<file path="config.mk">
export PLATFORM = sky130hd
export DESIGN_NAME = source_text_tokenizer
export DESIGN_NICKNAME = d
export VERILOG_FILES = /design/src/rtl/stt_pkg.sv /design/src/rtl/stt_scan.sv /design/src/rtl/stt_queue.sv /design/src/rtl/source_text_tokenizer.sv
export SDC_FILE = /design/constraint.sdc
export NUM_CORES = 1
export LEC_CHECK = 0
export BUFFER_PORTS_ARGS = -buffer_cell sky130_fd_sc_hd__buf_2
export CAP_MARGIN = 20
export CORE_UTILIZATION = 50
export CTS_CLUSTER_DIAMETER = 80
export DETAILED_ROUTE_END_ITERATION = 10
export GPL_TIMING_DRIVEN = 0
export PLACE_DENSITY = 0.75
export REMOVE_ABC_BUFFERS = 1
export SETUP_SLACK_MARGIN = 0.1
export SYNTH_ARGS = -nofsm -noshare
export SYNTH_HDL_FRONTEND = slang
export SYNTH_SLANG_ARGS = --single-unit
</file>
<file path="constraint.sdc">
create_clock -name i_clk -period 5.45 [get_ports i_clk]
set_input_delay 1.09 -clock i_clk [delete_from_list [all_inputs] [get_ports i_clk]]
set_output_delay 1.09 -clock i_clk [all_outputs]
set_load 0.05 [all_outputs]
</file>
<file path="src/rtl/stt_pkg.sv">
`default_nettype none
package stt_pkg;

    // default widths of position and length fields
    localparam int POSITION_BITS_DEF = 24;
    localparam int LENGTH_BITS_DEF   = 16;

    // result queue between scanner and output side
    localparam int QUEUE_DEPTH = 4;

    localparam int KW_COUNT = 12;
    localparam logic [KW_COUNT-1:0] KW_ALL = '1;

    // token kinds
    localparam logic [4:0] K_END      = 5'd0;
    localparam logic [4:0] K_LBRACE   = 5'd1;
    localparam logic [4:0] K_RBRACE   = 5'd2;
    localparam logic [4:0] K_LPAREN   = 5'd3;
    localparam logic [4:0] K_RPAREN   = 5'd4;
    localparam logic [4:0] K_LBRACKET = 5'd5;
    localparam logic [4:0] K_RBRACKET = 5'd6;
    localparam logic [4:0] K_COMMA    = 5'd7;
    localparam logic [4:0] K_SEMI     = 5'd8;
    localparam logic [4:0] K_PLUS     = 5'd9;
    localparam logic [4:0] K_STAR     = 5'd10;
    localparam logic [4:0] K_MINUS    = 5'd11;
    localparam logic [4:0] K_SLASH    = 5'd12;
    localparam logic [4:0] K_GT      = 5'd15;
    localparam logic [4:0] K_LT      = 5'd16;
    localparam logic [4:0] K_ASSIGN  = 5'd13;
    localparam logic [4:0] K_ISEQ    = 5'd14;
    localparam logic [4:0] K_STRING  = 5'd17;
    localparam logic [4:0] K_NUMBER  = 5'd18;
    localparam logic [4:0] K_IDENT   = 5'd19;
    localparam logic [4:0] K_TYPE    = 5'd20;
    localparam logic [4:0] K_KW0     = 5'd21;
    localparam logic [4:0] K_UNKNOWN = 5'd30;
    localparam int         KW_TYPE_FIRST = 9;

    // write strobes from scanner into queue
    typedef struct packed {
        logic wr0;
        logic wr1;
    } t_push;

    // keyword text, left aligned, space padded to 16 characters
    function automatic logic [127:0] kw_text(input logic [3:0] k);
        logic [127:0] t;
        case (k)
            4'd0:    t = "intrinsic.scan  ";
            4'd1:    t = "intrinsic.sqrt  ";
            4'd2:    t = "intrinsic.print ";
            4'd3:    t = "intrinsic.concat";
            4'd4:    t = "intrinsic.substr";
            4'd5:    t = "function        ";
            4'd6:    t = "if              ";
            4'd7:    t = "for             ";
            4'd8:    t = "return          ";
            4'd9:    t = "int             ";
            4'd10:   t = "float           ";
            4'd11:   t = "string          ";
            default: t = '0;
        endcase
        return t;
    endfunction

    function automatic logic [7:0] kw_char(input logic [3:0] k, input logic [3:0] idx);
        logic [127:0] t;
        t = kw_text(k);
        return t[8*(15-int'(idx)) +: 8];
    endfunction

    function automatic logic [4:0] kw_len(input logic [3:0] k);
        logic [4:0] n;
        case (k)
            4'd0, 4'd1: n = 5'd14;
            4'd2:       n = 5'd15;
            4'd3, 4'd4: n = 5'd16;
            4'd5:       n = 5'd8;
            4'd6:       n = 5'd2;
            4'd7, 4'd9: n = 5'd3;
            4'd8, 4'd11: n = 5'd6;
            4'd10:      n = 5'd5;
            default:    n = 5'd0;
        endcase
        return n;
    endfunction

    // single character tokens; zero when the byte is none of them
    function automatic logic [4:0] punct_kind(input logic [7:0] c);
        logic [4:0] k;
        case (c)
            8'h7B:   k = K_LBRACE;    // {
            8'h7D:   k = K_RBRACE;    // }
            8'h28:   k = K_LPAREN;    // (
            8'h29:   k = K_RPAREN;    // )
            8'h5B:   k = K_LBRACKET;  // [
            8'h5D:   k = K_RBRACKET;  // ]
            8'h2C:   k = K_COMMA;     // ,
            8'h3B:   k = K_SEMI;      // ;
            8'h2B:   k = K_PLUS;      // +
            8'h2A:   k = K_STAR;      // *
            8'h2D:   k = K_MINUS;     // -
            8'h2F:   k = K_SLASH;     // /
            8'h3E:   k = K_GT;
            8'h3C:   k = K_LT;
            default: k = K_END;
        endcase
        return k;
    endfunction

endpackage
`default_nettype wire

</file>
<file path="src/rtl/stt_scan.sv">
`default_nettype none
module stt_scan #(
    parameter int POSITION_BITS = stt_pkg::POSITION_BITS_DEF,
    parameter int LENGTH_BITS   = stt_pkg::LENGTH_BITS_DEF
) (
    input  logic                     i_clk,
    input  logic                     i_rst_n,
    input  logic                     i_accept,
    input  logic [7:0]               i_char_code,
    input  logic                     i_end_of_text,
    output stt_pkg::t_push           o_push,
    output logic [4:0]               o_kind0,
    output logic [POSITION_BITS-1:0] o_start0,
    output logic [LENGTH_BITS-1:0]   o_len0,
    output logic [4:0]               o_kind1,
    output logic [POSITION_BITS-1:0] o_start1,
    output logic [LENGTH_BITS-1:0]   o_len1
);
    import stt_pkg::*;

    localparam logic [2:0] MODE_IDLE = 3'd0;
    localparam logic [2:0] MODE_EQ   = 3'd1;
    localparam logic [2:0] MODE_STR  = 3'd2;
    localparam logic [2:0] MODE_NUM  = 3'd3;
    localparam logic [2:0] MODE_ID   = 3'd4;
    localparam logic [2:0] MODE_HALT = 3'd5;
    localparam logic [2:0] MODE_DONE = 3'd6;

    localparam logic [LENGTH_BITS-1:0] LEN_ONE = LENGTH_BITS'(1);
    localparam logic [LENGTH_BITS-1:0] LEN_TWO = LENGTH_BITS'(2);

    logic [2:0]               r_mode,   n_mode;
    logic [POSITION_BITS-1:0] r_pstart, n_pstart;
    logic [LENGTH_BITS-1:0]   r_plen,   n_plen;
    logic [KW_COUNT-1:0]      r_kwv,    n_kwv;
    logic [POSITION_BITS-1:0] r_pos,    n_pos;

    // character classes
    logic c_space, c_digit, c_alpha, c_dot, c_quote, c_eq;
    logic [4:0] c_punct;

    always_comb begin
        c_space = (i_char_code == 8'd32) || (i_char_code >= 8'd9 && i_char_code <= 8'd13);
        c_digit = (i_char_code >= 8'h30) && (i_char_code <= 8'h39);
        c_alpha = ((i_char_code >= 8'h41) && (i_char_code <= 8'h5A)) ||
                  ((i_char_code >= 8'h61) && (i_char_code <= 8'h7A));
        c_dot   = (i_char_code == 8'h2E);
        c_quote = (i_char_code == 8'h22);
        c_eq    = (i_char_code == 8'h3D);
        c_punct = punct_kind(i_char_code);
    end

    // keyword prefix match: continuing an identifier, and starting one
    logic [KW_COUNT-1:0] m_cont, m_first;

    always_comb begin
        for (int k = 0; k < KW_COUNT; k++) begin
            m_cont[k] = r_kwv[k] &&
                        (r_plen < LENGTH_BITS'(kw_len(4'(k)))) &&
                        (kw_char(4'(k), r_plen[3:0]) == i_char_code);
            m_first[k] = (kw_char(4'(k), 4'd0) == i_char_code);
        end
    end

    // identifier kind from the match vector, first keyword wins
    logic [4:0] id_kind;

    always_comb begin
        id_kind = K_IDENT;
        for (int k = KW_COUNT - 1; k >= 0; k--) begin
            if (r_kwv[k] && (r_plen == LENGTH_BITS'(kw_len(4'(k))))) begin
                id_kind = (k < KW_TYPE_FIRST) ? 5'(int'(K_KW0) + k) : K_TYPE;
            end
        end
    end

    // flush of the pending token
    logic                   f_vld;
    logic [4:0]             f_kind;
    logic [LENGTH_BITS-1:0] f_len;

    always_comb begin
        f_vld  = 1'b1;
        f_kind = K_IDENT;
        f_len  = r_plen;
        unique case (r_mode)
            MODE_EQ: begin
                f_kind = K_ASSIGN;
                f_len  = LEN_ONE;
            end
            MODE_STR: f_kind = K_STRING;
            MODE_NUM: f_kind = K_NUMBER;
            MODE_ID:  f_kind = id_kind;
            default:  f_vld  = 1'b0;
        endcase
    end

    // a character seen between tokens
    logic                   s_emit, s_pend;
    logic [4:0]             s_kind;
    logic [2:0]             s_mode;
    logic [LENGTH_BITS-1:0] s_plen;

    always_comb begin
        s_emit = 1'b0;
        s_pend = 1'b0;
        s_kind = K_UNKNOWN;
        s_mode = MODE_IDLE;
        s_plen = '0;
        if (c_space) begin
            s_mode = MODE_IDLE;
        end else if (c_punct != K_END) begin
            s_emit = 1'b1;
            s_kind = c_punct;
        end else if (c_eq) begin
            s_pend = 1'b1;
            s_mode = MODE_EQ;
        end else if (c_quote) begin
            s_pend = 1'b1;
            s_mode = MODE_STR;
        end else if (c_digit) begin
            s_pend = 1'b1;
            s_mode = MODE_NUM;
            s_plen = LEN_ONE;
        end else if (c_alpha) begin
            s_pend = 1'b1;
            s_mode = MODE_ID;
            s_plen = LEN_ONE;
        end else begin
            s_emit = 1'b1;
            s_mode = MODE_HALT;
        end
    end

    // scanner next state and up to two results
    logic                     a_vld, b_vld;
    logic [4:0]               a_kind, b_kind;
    logic [POSITION_BITS-1:0] a_start, b_start;
    logic [LENGTH_BITS-1:0]   a_len, b_len;
    logic                     restart;
    logic [LENGTH_BITS-1:0]   g_plen;

    always_comb begin
        g_plen   = (r_plen == '1) ? r_plen : r_plen + 1'b1;
        n_mode   = r_mode;
        n_pstart = r_pstart;
        n_plen   = r_plen;
        n_kwv    = r_kwv;
        n_pos    = r_pos;
        a_vld    = 1'b0;
        a_kind   = f_kind;
        a_start  = r_pstart;
        a_len    = f_len;
        b_vld    = 1'b0;
        b_kind   = s_kind;
        b_start  = r_pos;
        b_len    = LEN_ONE;
        restart  = 1'b0;
        if (i_accept && (r_mode != MODE_HALT) && (r_mode != MODE_DONE)) begin
            if (i_end_of_text) begin
                a_vld  = f_vld;
                b_vld  = 1'b1;
                b_kind = K_END;
                b_len  = '0;
                n_mode = MODE_DONE;
            end else begin
                n_pos = r_pos + 1'b1;
                unique case (r_mode)
                    MODE_EQ: begin
                        if (c_eq) begin
                            a_vld  = 1'b1;
                            a_kind = K_ISEQ;
                            a_len  = LEN_TWO;
                            n_mode = MODE_IDLE;
                        end else begin
                            restart = 1'b1;
                        end
                    end
                    MODE_STR: begin
                        if (c_quote) begin
                            a_vld  = 1'b1;
                            n_mode = MODE_IDLE;
                        end else begin
                            n_plen = g_plen;
                        end
                    end
                    MODE_NUM: begin
                        if (c_digit || c_dot) begin
                            n_plen = g_plen;
                        end else begin
                            restart = 1'b1;
                        end
                    end
                    MODE_ID: begin
                        if (c_alpha || c_digit || c_dot) begin
                            n_kwv  = m_cont;
                            n_plen = g_plen;
                        end else begin
                            restart = 1'b1;
                        end
                    end
                    default: restart = 1'b1;
                endcase
                // close any pending token, then start on this character
                if (restart) begin
                    a_vld  = f_vld;
                    b_vld  = s_emit;
                    n_mode = s_mode;
                    if (s_pend) begin
                        n_pstart = r_pos;
                        n_plen   = s_plen;
                    end
                    if (s_mode == MODE_ID) begin
                        n_kwv = m_first;
                    end
                end
            end
        end
    end

    // pack results so the first one always lands in slot 0
    always_comb begin
        o_push.wr0 = a_vld | b_vld;
        o_push.wr1 = a_vld & b_vld;
        o_kind0    = a_vld ? a_kind  : b_kind;
        o_start0   = a_vld ? a_start : b_start;
        o_len0     = a_vld ? a_len   : b_len;
        o_kind1    = b_kind;
        o_start1   = b_start;
        o_len1     = b_len;
    end

    always_ff @(posedge i_clk) begin
        if (!i_rst_n) begin
            r_mode   <= MODE_IDLE;
            r_pstart <= '0;
            r_plen   <= '0;
            r_kwv    <= KW_ALL;
            r_pos    <= '0;
        end else begin
            r_mode   <= n_mode;
            r_pstart <= n_pstart;
            r_plen   <= n_plen;
            r_kwv    <= n_kwv;
            r_pos    <= n_pos;
        end
    end

    // two results only ever come as a pair filling both slots
    a_pair: assert property (@(posedge i_clk) disable iff (!i_rst_n)
        o_push.wr1 |-> o_push.wr0)
        else $error("second result without a first");

    // a halted scanner stays halted and silent
    a_halt: assert property (@(posedge i_clk) disable iff (!i_rst_n)
        (r_mode == MODE_HALT) |=> (r_mode == MODE_HALT) && !o_push.wr0)
        else $error("scanner left halt");

    // end of text in an active mode finishes the stream
    a_end: assert property (@(posedge i_clk) disable iff (!i_rst_n)
        (i_accept && i_end_of_text && (r_mode != MODE_HALT) && (r_mode != MODE_DONE))
        |=> (r_mode == MODE_DONE))
        else $error("end of text did not finish");

    a_done: assert property (@(posedge i_clk) disable iff (!i_rst_n)
        (r_mode == MODE_DONE) |-> !o_push.wr0 && $stable(r_pos))
        else $error("result after end");

endmodule
`default_nettype wire

</file>
<file path="src/rtl/stt_queue.sv">
`default_nettype none
module stt_queue #(
    parameter int POSITION_BITS = stt_pkg::POSITION_BITS_DEF,
    parameter int LENGTH_BITS   = stt_pkg::LENGTH_BITS_DEF
) (
    input  logic                     i_clk,
    input  logic                     i_rst_n,
    input  stt_pkg::t_push           i_push,
    input  logic [4:0]               i_kind0,
    input  logic [POSITION_BITS-1:0] i_start0,
    input  logic [LENGTH_BITS-1:0]   i_len0,
    input  logic [4:0]               i_kind1,
    input  logic [POSITION_BITS-1:0] i_start1,
    input  logic [LENGTH_BITS-1:0]   i_len1,
    output logic                     o_full,
    output logic                     o_valid,
    input  logic                     i_stall,
    output logic [4:0]               o_token_kind,
    output logic [POSITION_BITS-1:0] o_token_start,
    output logic [LENGTH_BITS-1:0]   o_token_length,
    output logic                     o_last_of_run
);
    import stt_pkg::*;

    localparam int PTR_W = $clog2(QUEUE_DEPTH);
    localparam int CNT_W = PTR_W + 1;

    logic [4:0]               r_kind  [QUEUE_DEPTH];
    logic [POSITION_BITS-1:0] r_start [QUEUE_DEPTH];
    logic [LENGTH_BITS-1:0]   r_len   [QUEUE_DEPTH];
    logic                     r_last  [QUEUE_DEPTH];
    logic [PTR_W-1:0]         r_wr, n_wr, r_rd, n_rd;
    logic [CNT_W-1:0]         r_count, n_count;
    logic                     pop;

    assign o_valid = (r_count != '0);
    assign pop     = o_valid && !i_stall;
    // room for a full pair is needed before the next request is taken
    assign o_full  = (r_count > CNT_W'(QUEUE_DEPTH - 2));

    assign o_token_kind   = r_kind[r_rd];
    assign o_token_start  = r_start[r_rd];
    assign o_token_length = r_len[r_rd];
    assign o_last_of_run  = r_last[r_rd];

    always_comb begin
        n_wr    = r_wr + PTR_W'({i_push.wr1, i_push.wr0} == 2'b11 ? 2 : (i_push.wr0 ? 1 : 0));
        n_rd    = r_rd + PTR_W'(pop);
        n_count = r_count + CNT_W'(i_push.wr0) + CNT_W'(i_push.wr1) - CNT_W'(pop);
    end

    // entry storage
    always_ff @(posedge i_clk) begin
        if (i_push.wr0) begin
            r_kind[r_wr]  <= i_kind0;
            r_start[r_wr] <= i_start0;
            r_len[r_wr]   <= i_len0;
            r_last[r_wr]  <= !i_push.wr1;
        end
        if (i_push.wr1) begin
            r_kind[r_wr + 1'b1]  <= i_kind1;
            r_start[r_wr + 1'b1] <= i_start1;
            r_len[r_wr + 1'b1]   <= i_len1;
            r_last[r_wr + 1'b1]  <= 1'b1;
        end
    end

    always_ff @(posedge i_clk) begin
        if (!i_rst_n) begin
            r_wr    <= '0;
            r_rd    <= '0;
            r_count <= '0;
        end else begin
            r_wr    <= n_wr;
            r_rd    <= n_rd;
            r_count <= n_count;
        end
    end

    a_bound: assert property (@(posedge i_clk) disable iff (!i_rst_n)
        r_count <= CNT_W'(QUEUE_DEPTH))
        else $error("queue overflow");

    a_pair_room: assert property (@(posedge i_clk) disable iff (!i_rst_n)
        i_push.wr1 |-> (r_count <= CNT_W'(QUEUE_DEPTH - 2)))
        else $error("pair written without room");

    a_drain: assert property (@(posedge i_clk) disable iff (!i_rst_n)
        (pop && !i_push.wr0) |=> (r_count == $past(r_count) - 1'b1))
        else $error("count lost track of a read");

endmodule
`default_nettype wire

</file>
<file path="src/rtl/source_text_tokenizer.sv">
`default_nettype none
// Channel  Direction  Handshake          Payload
// input    in         i_valid / o_stall  i_char_code, i_end_of_text
// output   out        o_valid / i_stall  o_token_kind, o_token_start, o_token_length,
//                                        o_last_of_run
//
// One request per cycle while o_stall is low; the scanner decides each character in the cycle it is taken.
// A request gives zero, one or two tokens; the four-entry result queue drains one a cycle while i_stall is low.
// o_stall rises when the queue has room for fewer than two tokens.
// Tokens are written into the result queue registers when the request is taken and are presented from there.
// Reset is synchronous, active low; no clearing pass is needed.
module source_text_tokenizer #(
    parameter int POSITION_BITS = stt_pkg::POSITION_BITS_DEF,
    parameter int LENGTH_BITS   = stt_pkg::LENGTH_BITS_DEF
) (
    input  logic                     i_clk,
    input  logic                     i_rst_n,
    input  logic                     i_valid,
    output logic                     o_stall,
    input  logic [7:0]               i_char_code,
    input  logic                     i_end_of_text,
    output logic                     o_valid,
    input  logic                     i_stall,
    output logic [4:0]               o_token_kind,
    output logic [POSITION_BITS-1:0] o_token_start,
    output logic [LENGTH_BITS-1:0]   o_token_length,
    output logic                     o_last_of_run
);
    import stt_pkg::*;

    t_push                    push;
    logic                     accept;
    logic                     full;
    logic [4:0]               kind0, kind1;
    logic [POSITION_BITS-1:0] start0, start1;
    logic [LENGTH_BITS-1:0]   len0, len1;

    assign o_stall = full;
    assign accept  = i_valid && !full;

    // front: classify characters and build tokens
    stt_scan #(
        .POSITION_BITS(POSITION_BITS),
        .LENGTH_BITS  (LENGTH_BITS)
    ) u_scan (
        .i_clk        (i_clk),
        .i_rst_n      (i_rst_n),
        .i_accept     (accept),
        .i_char_code  (i_char_code),
        .i_end_of_text(i_end_of_text),
        .o_push       (push),
        .o_kind0      (kind0),
        .o_start0     (start0),
        .o_len0       (len0),
        .o_kind1      (kind1),
        .o_start1     (start1),
        .o_len1       (len1)
    );

    // back: queue and output
    stt_queue #(
        .POSITION_BITS(POSITION_BITS),
        .LENGTH_BITS  (LENGTH_BITS)
    ) u_queue (
        .i_clk         (i_clk),
        .i_rst_n       (i_rst_n),
        .i_push        (push),
        .i_kind0       (kind0),
        .i_start0      (start0),
        .i_len0        (len0),
        .i_kind1       (kind1),
        .i_start1      (start1),
        .i_len1        (len1),
        .o_full        (full),
        .o_valid       (o_valid),
        .i_stall       (i_stall),
        .o_token_kind  (o_token_kind),
        .o_token_start (o_token_start),
        .o_token_length(o_token_length),
        .o_last_of_run (o_last_of_run)
    );

endmodule
`default_nettype wire
</file>
==> results of run 1 <==
[state kept, by name, summed over array words and instances, names as in the netlist]
| signal | count |
|---|---|
| u_scan.r_mode | 3 |
| u_queue.r_kind | 20 |
| u_scan.o_start1 | 24 |
| u_queue.r_last | 4 |
| u_scan.r_kwv | 12 |
| u_queue.r_count | 3 |
| u_scan.r_plen | 16 |
| u_scan.a_start | 24 |
| u_queue.r_rd | 2 |
| u_queue.r_start | 96 |
| u_queue.r_len | 64 |
| u_queue.r_wr | 2 |
[critical path, delay by kind of cell]
family                     cells  cell delay [ns]
buffers and inverters          2             0.78
and+or+nand+nor                5             2.25
AOI/OAI and AO/OA              3             0.82
adders and majority gates      1             0.29
[cell type report]
cell class / instances / area (µm²)
clock inverter: 9 / 160
sequential: 270 / 6610
inverter: 30 / 126
fill: 2522 / 13500
clock buffer: 45 / 878
multi-input combinational: 1007 / 8250
tap: 396 / 495
timing repair buffer: 77 / 591
[routing by layer]
| layer | vias to the layer above | track usage | share of wire |
|---|---|---|---|
| li1 | 5396 | - | - |
| met1 | 5705 | 0.316 | 0.42 |
| met2 | 411 | 0.434 | 0.51 |
| met3 | 63 | 0.0258 | 0.048 |
| met4 | 0 | 0.0636 | 0.021 |
| met5 | - | 0 | 0 |
[worst paths after layout]
path / from / endpoint / slack [ns] / depth (start not counted)
setup / recovery: i_char_code[1] / u_queue.r_start[0][23] / 0.38 / 11
hold reg to reg: u_scan.r_kwv[9] / u_scan.r_kwv[9] / 0.46 / 1
setup reg to reg: u_scan.r_plen[0] / u_scan.r_kwv[1] / 0.76 / 8
hold / removal: u_scan.r_kwv[9] / u_scan.r_kwv[9] / 0.46 / 1
[metrics by stage]
step / hold slack (ns) / cell area [µm²] / setup TNS (ns)
after floorplan: 0.418 / 14900 / 0
final: 0.462 / 17100 / 0
after global placement: 0.425 / 15700 / -343.45
after CTS: 0.456 / 17100 / 0
after detailed placement: 0.443 / 16000 / -84.46
after global routing: 0.478 / 17100 / 0
[logic make-up (layout without fill, tap and decap cells)]
logic type	count (synthesis)	in the layout	share of synthesized area
flops	270	270	0.424
xor+xnor	65	65	0.0365
mux	202	202	0.177
simple gates	415	415	0.151
compound gates	302	302	0.143
fa+ha+maj	23	23	0.0194
buf+inv	165	161	0.0488
[synthesized netlist by cell type (all sizes together), types with 10 or more instances]
master / count / area [µm²]
mux2: 100 / 1130
a21oi: 51 / 267
edfxtp: 120 / 3600
mux4: 49 / 1100
a31oi: 19 / 119
a22o: 61 / 534
mux2i: 53 / 531
or3: 10 / 62.6
xnor2: 39 / 342
nor3: 35 / 195
nor3b: 11 / 98.8
nand2: 73 / 274
nor2b: 18 / 113
nor4: 20 / 200
clkbuf: 72 / 270
nor2: 94 / 353
buf: 63 / 377
nand4: 19 / 119
nand2b: 19 / 119
nand3: 31 / 155
and2: 19 / 119
o21ai: 50 / 250
xor2: 26 / 228
ha: 21 / 263
o211ai: 10 / 80.1
and3: 10 / 62.6
inv: 27 / 101
dfxtp: 150 / 3000
[power by group through the flow]
stage	combinational (mW)	clock, mW	sequential (mW)
after floorplan	2.00	0	2.68
after global placement	2.60	0	2.77
after detailed placement	2.81	0	2.70
after CTS	2.82	2.15	2.66
after global routing	3.00	2.23	2.70
final	2.81	2.13	2.66
[timing repair]
item | 4_1_cts | 5_1_grt
resized for setup | 2 | 10
hold endpoints to repair | 0 | 0
endpoints found under the setup margin | 62 | 189
==> impl_metrics.toml, run 1 <==
[run_status]
status = "finished, final reports clean"

[cts]
clock_latency_ns = 0.56
tritoncts = "yes"
clock_path_buffers = 3
cts_buffers = 29
cts_hold_buf = 0
h-tree-depth = 1
root_buffer = "clkbuf_16"
cts_setup_buffers = 0
clkSlewWorstSetupHoldPaths_ns = 0.06
clock_sinks = 270

[detailed_routing]
vias = 11575
firstDrtPassIters = 6
drtIter0Drc = 1087
drt_wl_total_mm = 38.8
drtAntennaViolNets = 0
drcViolationCount = 0
wl_per_cell_um = 21.2
avgViaCountPerCell = 6.31

[cells_and_area]
final_cell_mix = "dfxtp_1, edfxtp_1, mux2_2"
drive_gt1_frac = 0.224
diodes = 0
area_delta_synth_final_pct = 9.88
fin_nets = 1451
fin_cells = 1834
post-route-util = 0.560
layout_commonest_cell = "dfxtp_1"

[global_routing]
track_usage = 0.245
first_global_vias = 11361
grt_max_degree = 53
grt_overflow_total = 0
antenna_found_initial = 0
grt_pass1_wl_mm = 61.9

[pwr]
power.total_mw = 7.60
internal_power_mw = 4.72
ir_worst_vdd_mv = 0.222
p_seq_frac = 0.350
p_leak_nw = 5.98
powerDensity_nw_per_um2 = 444
clockPowerShare = 0.280
power.share.switching = 0.380
p_sw_mw = 2.89
comb_power_share = 0.370

[critical_path]
endpoint_kind = "flip-flop"
path_max_fanout = 31
cp_cell_sequence = "buf_2, or4_1, o221ai_4, a221oi_2, nor3_1, a21oi_1, or2_2, ha_1, nor3_1, nor2_1, inv_4"
worstSetupStartpointType = "input pin"
cpPeakStageDelay_ns = 0.64
cp.required_ns = 5.64
path_common_cell = "nor3_1"
slowest_stage = "or4_1"
path_class = "input pin to flip-flop"
arrival_ns = 5.27

[logic_synthesis]
synth_ff_type = "dfxtp_1"
ys_seq_elements = 270
async_flop_share = 0
synth_cell_type_count = 94
synth_edf_count = 120
avgSynthCellArea_um2 = 10.8
synthCells = 1442
yosysSeqAreaShare = 0.424
ys_warn_count = 0
netlist_area_um2 = 15600

[sta]
timing.final.crit_share = 0.931
final_max_slew_viol_count = 0
tightestPinTransition_ns = 1.30
setup_violations = 0
fin_ws_ns = 0.377
worst_clock_skew_ns = 0.00713
fmax_mhz = 197
fin_crit_ns = 5.07
rsz0062_at_grt = "false"
slew_headroom = 0.132
hold_violations = 0

[placed_design]
globalplace.congestion = 0.907
place_inst = 1780
hpwl_mm = 24.9
port_buffers = 60
place_ws_ns = -0.611

[die]
rows = 64
die_h_um = 179
io_pins = 61
initial_utilization = 0.509
die_w_um = 179
die_area_um2 = 31900
core_um2 = 30600

[flow_run]
drv_cap = 0

[worst_hold_path]
hold_class = "flip-flop to flip-flop"
(Power assumes the default switching activity.)
==> run 2: changes to the inputs <==
==> constraint.sdc (replaced) <==
create_clock -name i_clk -period 5.45 [get_ports i_clk]
set_input_delay 0.545 -clock i_clk [delete_from_list [all_inputs] [get_ports i_clk]]
set_output_delay 0.545 -clock i_clk [all_outputs]
set_load 0.05 [all_outputs]
==> run 2 against run 1 <==
Effect of this change: worst setup slack gained 0.037 ns; routed wire length grew 0.12%; flip-flop and latch count is the same; cell area shrank 0.19%; largest power group unchanged; via count is essentially flat; highest routed layer unchanged; global-route usage is the same; fmax grew 0.74%; power shrank 0.16%; first-iteration DRC count shrank 7.2%.
==> impl_metrics.toml, run 2 (synthesized netlist as in run 1, its figures left out) <==
[run_status]
status = "finished, final reports clean"

[global_routing]
grt_overflow_total = 0
grt_pass1_wl_mm = 61.9
first_global_vias = 11361
grt_max_degree = 53
antenna_found_initial = 0
track_usage = 0.245

[die]
io_pins = 61
initial_utilization = 0.509
die_h_um = 179
rows = 64
core_um2 = 30600
die_w_um = 179
die_area_um2 = 31900

[critical_path]
path_class = "input pin to flip-flop"
cp_cell_sequence = "buf_2, or4_1, o221ai_2, a221oi_2, nor3_1, a21oi_1, nor2_1, ha_1, inv_1, nor3b_1, nor2_1, inv_2"
cp.required_ns = 5.63
cpPeakStageDelay_ns = 0.69
r2r_setup_slack_ns = 0.81
slowest_stage = "inv_2"
arrival_ns = 5.21
path_max_fanout = 41
endpoint_kind = "flip-flop"
worstSetupStartpointType = "input pin"
path_common_cell = "nor2_1"

[detailed_routing]
drtAntennaViolNets = 0
drt_wl_total_mm = 38.9
firstDrtPassIters = 6
drtIter0Drc = 1009
vias = 11568
drcViolationCount = 0
avgViaCountPerCell = 6.31
wl_per_cell_um = 21.2

[cts]
clkSlewWorstSetupHoldPaths_ns = 0.06
cts_resized = 0
clock_latency_ns = 0.56
clock_sinks = 270
cts_buffers = 29
h-tree-depth = 1
root_buffer = "clkbuf_16"
tritoncts = "yes"
cts_setup_buffers = 0
clock_path_buffers = 3
cts_hold_buf = 0

[sta]
hold_violations = 0
worst_clock_skew_ns = 0.00835
final_max_slew_viol_count = 0
fmax_mhz = 199
fin_ws_ns = 0.414
fin_crit_ns = 5.04
rsz0062_at_grt = "false"
tightestPinTransition_ns = 1.29
setup_violations = 0
slew_headroom = 0.138
timing.final.crit_share = 0.924

[cells_and_area]
diodes = 0
area_delta_synth_final_pct = 9.67
drive_gt1_frac = 0.223
largest_register = "u_queue.r_start"
nFillCells = 2528
largest_register_ff_count = 96
fin_nets = 1451
layout_commonest_cell = "dfxtp_1"
final_cell_mix = "dfxtp_1, edfxtp_1, mux2_2"
reg_top3 = "u_queue.r_start: 96 flops, u_queue.r_len: 64 flops"
fin_cells = 1834
fin_area_um2 = 17100

[worst_hold_path]
hold_class = "flip-flop to flip-flop"

[placed_design]
place_inst = 1780
globalplace.congestion = 0.907
placedInstanceArea_um2 = 16000
place_ws_ns = -0.0664
port_buffers = 60
hpwl_mm = 24.9

[pwr]
powerDensity_nw_per_um2 = 444
internal_power_mw = 4.72
p_seq_frac = 0.351
comb_power_share = 0.369
power.share.switching = 0.379
clockPowerShare = 0.280
p_leak_nw = 5.98
ir_worst_vdd_mv = 0.222
p_sw_mw = 2.88

[flow_run]
drv_cap = 0
[run 2: cell type report]
class	instances	area, µm²	share of cell area
sequential	270	6610	0.387
tap	396	495	0.0290
timing repair buffer	77	586	0.0343
inverter	30	114	0.00666
clock inverter	9	160	0.00937
clock buffer	45	878	0.0514
multi-input combinational	1007	8240	0.482
[run 2: worst paths after layout]
path,startpoint,to,cells after the start
max,i_char_code[2],u_queue.r_start[2][23],12
max reg2reg,u_scan.r_mode[2],u_queue.r_start[3][23],11
min reg2reg,u_scan.r_kwv[9],u_scan.r_kwv[9],1
min,u_scan.r_kwv[9],u_scan.r_kwv[9],1
[run 2: through the flow]
| stage | total power, mW | hold slack [ns] | setup TNS, ns | utilization |
|---|---|---|---|---|
| final | 7.59 | 0.462 | 0 | 0.558 |
| after global placement | 5.36 | 0.425 | -207.62 | 0.514 |
| after CTS | 7.63 | 0.456 | 0 | 0.558 |
| after floorplan | 4.67 | 0.418 | 0 | - |
| after detailed placement | 5.51 | 0.443 | -1.91 | 0.525 |
| after global routing | 7.92 | 0.478 | 0 | 0.558 |
[run 2: routing by layer]
metal  share of wire  vias to the layer above  track usage
met5               0                        -            0
met4           0.021                        0       0.0636
met3           0.048                       69       0.0258
met2            0.51                      386        0.434
met1            0.42                     5713        0.316
li1                -                     5400            -
[run 2: worst max-delay path, delay by kind of cell]
| family | cells | cell delay (ns) |
|---|---|---|
| simple gates | 5 | 2.08 |
| buf+inv | 3 | 1.17 |
| fa+ha+maj | 1 | 0.33 |
| compound gates | 3 | 1.03 |
[run 2: power groups by stage]
stage                     Combinational, mW  Clock (mW)  Sequential [mW]
final                                  2.80        2.13             2.66
after global routing                   2.99        2.23             2.70
after CTS                              2.82        2.15             2.66
after detailed placement               2.81           0             2.70
after global placement                 2.60           0             2.77
after floorplan                        2.00           0             2.68
==> run 3: changes to the inputs <==
--- a/config.mk
+++ b/config.mk
@@ -7,11 +7,13 @@
 export LEC_CHECK = 0
 export BUFFER_PORTS_ARGS = -buffer_cell sky130_fd_sc_hd__buf_2
 export CAP_MARGIN = 20
-export CORE_UTILIZATION = 50
+export CELL_PAD_IN_SITES_DETAIL_PLACEMENT = 0
+export CELL_PAD_IN_SITES_GLOBAL_PLACEMENT = 2
+export CORE_UTILIZATION = 42
 export CTS_CLUSTER_DIAMETER = 80
 export DETAILED_ROUTE_END_ITERATION = 10
 export GPL_TIMING_DRIVEN = 0
-export PLACE_DENSITY = 0.75
+export PLACE_DENSITY = 0.88
 export REMOVE_ABC_BUFFERS = 1
 export SETUP_SLACK_MARGIN = 0.1
 export SYNTH_ARGS = -nofsm -noshare
==> run 3 against run 2 <==
Effect of this change: sequential share of layout area is 0.091 points higher; power is 3.4% lower; via count shrank 0.54%; largest cell class unchanged; clock skew increased by 0.0067 ns; largest power group unchanged; critical path depth did not move; first-iteration DRC count decreased by 28%; clock power is 13% lower; critical path type unchanged.
==> impl_metrics.toml, run 3 (synthesized netlist as in run 1, its figures left out) <==
[critical_path]
worstSetupStartpointType = "input pin"
arrival_ns = 5.15
cpPeakStageDelay_ns = 0.60
cp_top_family = "simple AND/OR/NAND/NOR gates"
crit_buf_inv = 3
cp_cell_sequence = "buf_2, or4_1, o221ai_2, a221oi_2, nor3_1, a21oi_1, nor2_1, ha_1, inv_1, nor3b_1, nor2_2, inv_4"
path_max_fanout = 41
cp.required_ns = 5.63
path_class = "input pin to flip-flop"
slowest_stage = "or4_1"
endpoint_kind = "flip-flop"

[worst_hold_path]
hold_class = "flip-flop to flip-flop"

[cts]
h-tree-depth = 1
cts_buffers = 28
root_buffer = "clkbuf_16"
cts_hold_buf = 0
tritoncts = "yes"
clkSlewWorstSetupHoldPaths_ns = 0.06
clock_latency_ns = 0.55
clock_path_buffers = 3
clock_sinks = 270

[sta]
fin_crit_ns = 4.96
timing.final.crit_share = 0.911
worst_clock_skew_ns = 0.0150
fmax_mhz = 201
holdWs_ns = 0.452
tightestPinTransition_ns = 1.14
hold_violations = 0
setup_violations = 0
rsz0062_at_grt = "false"
final_max_slew_viol_count = 0
slew_headroom = 0.236

[cells_and_area]
drive_gt1_frac = 0.221
final_cell_mix = "dfxtp_1, edfxtp_1, mux2_2"
post-route-util = 0.467
largest_register = "u_queue.r_start"
seq_area_um2 = 6610
largest_register_ff_count = 96
nFillCells = 3399
layout_commonest_cell = "dfxtp_1"
area_delta_synth_final_pct = 9.41
reg_top3 = "u_queue.r_start: 96 flops, u_queue.r_len: 64 flops"
fin_nets = 1451
diodes = 0
multi_input_area_um2 = 8240

[placed_design]
globalplace.congestion = 0.849
port_buffers = 60
hpwl_mm = 26.7

[run_status]
status = "finished, final reports clean"

[detailed_routing]
drcViolationCount = 0
drt_wl_total_mm = 40.9
avgViaCountPerCell = 6.04
vias = 11505
drtAntennaViolNets = 0
drtIter0Drc = 723
wl_per_cell_um = 21.5
firstDrtPassIters = 5

[die]
initial_utilization = 0.427
die_area_um2 = 37900
rows = 70
io_pins = 61
die_h_um = 195
die_w_um = 195
core_um2 = 36500

[global_routing]
grt_max_degree = 53
first_global_vias = 11190
grt_pass1_wl_mm = 64.8
track_usage = 0.215
grt_overflow_total = 0
antenna_found_initial = 0

[pwr]
p_leak_nw = 5.91
ir_worst_vdd_mv = 0.284
powerDensity_nw_per_um2 = 430

[flow_run]
drv_cap = 0
[run 3: stage by stage]
stage | total power [mW] | std cells | TNS, ns | setup slack (ns) | instance area [µm²]
final | 7.34 | 1904 | 0 | 0.487 | 17000
after global routing | 7.67 | 1904 | 0 | 0.150 | 17000
after CTS | 7.39 | 1903 | 0 | 0.289 | 17000
after detailed placement | 5.53 | 1852 | -11.44 | -0.225 | 16100
after global placement | 5.41 | 1835 | -263.50 | -1.19 | 15800
after floorplan | 4.67 | 1307 | 0 | 1.10 | 14900
[run 3: layout make-up]
cell class | count | share of cell area
multi-input cells | 1007 | 0.483
flip-flops and latches | 270 | 0.388
clock buffers | 42 | 0.0466
repair buffers | 78 | 0.0355
well taps | 468 | 0.0344
inverters | 30 | 0.00712
clock inverters | 9 | 0.00492
[run 3: final timing paths]
| check | slack, ns | to | start | depth (start not counted) |
|---|---|---|---|---|
| setup / recovery | 0.49 | u_queue.r_start[2][1] | i_char_code[2] | 12 |
| hold / removal | 0.45 | u_scan.r_kwv[9] | u_scan.r_kwv[9] | 1 |
| setup reg to reg | 0.70 | u_queue.r_start[3][23] | u_scan.r_mode[2] | 11 |
| hold reg to reg | 0.45 | u_scan.r_kwv[9] | u_scan.r_kwv[9] | 1 |
[run 3: where the power goes]
part           internal [mW]  leakage, nW  total [mW]  switching (mW)
Combinational          0.965         3.16        2.84            1.87
Sequential              2.45         2.31        2.65           0.192
Clock                   1.06        0.431        1.85           0.794
[run 3: worst register-to-register path, delay by kind of cell (launching register included)]
| kind | cells | cell delay (ns) |
|---|---|---|
| compound gates | 2 | 0.85 |
| fa+ha+maj | 1 | 0.32 |
| simple gates | 6 | 2.07 |
| flops | 1 | 0.54 |
| buf+inv | 2 | 0.58 |
[run 3: timing repair]
item | in CTS | in global routing
buffers inserted | 0 | 0
endpoints found under the setup margin | 0 | 91
resized for setup | 0 | 6
hold endpoints to repair | 0 | 0
[run 3: layer usage]
metal | share of wire | GRT usage | vias up
met1 | 0.46 | 0.296 | 5734
li1 | - | - | 5417
met4 | 0.013 | 0.0461 | 0
met3 | 0.049 | 0.0233 | 42
met2 | 0.48 | 0.363 | 312
met5 | 0 | 0 | -
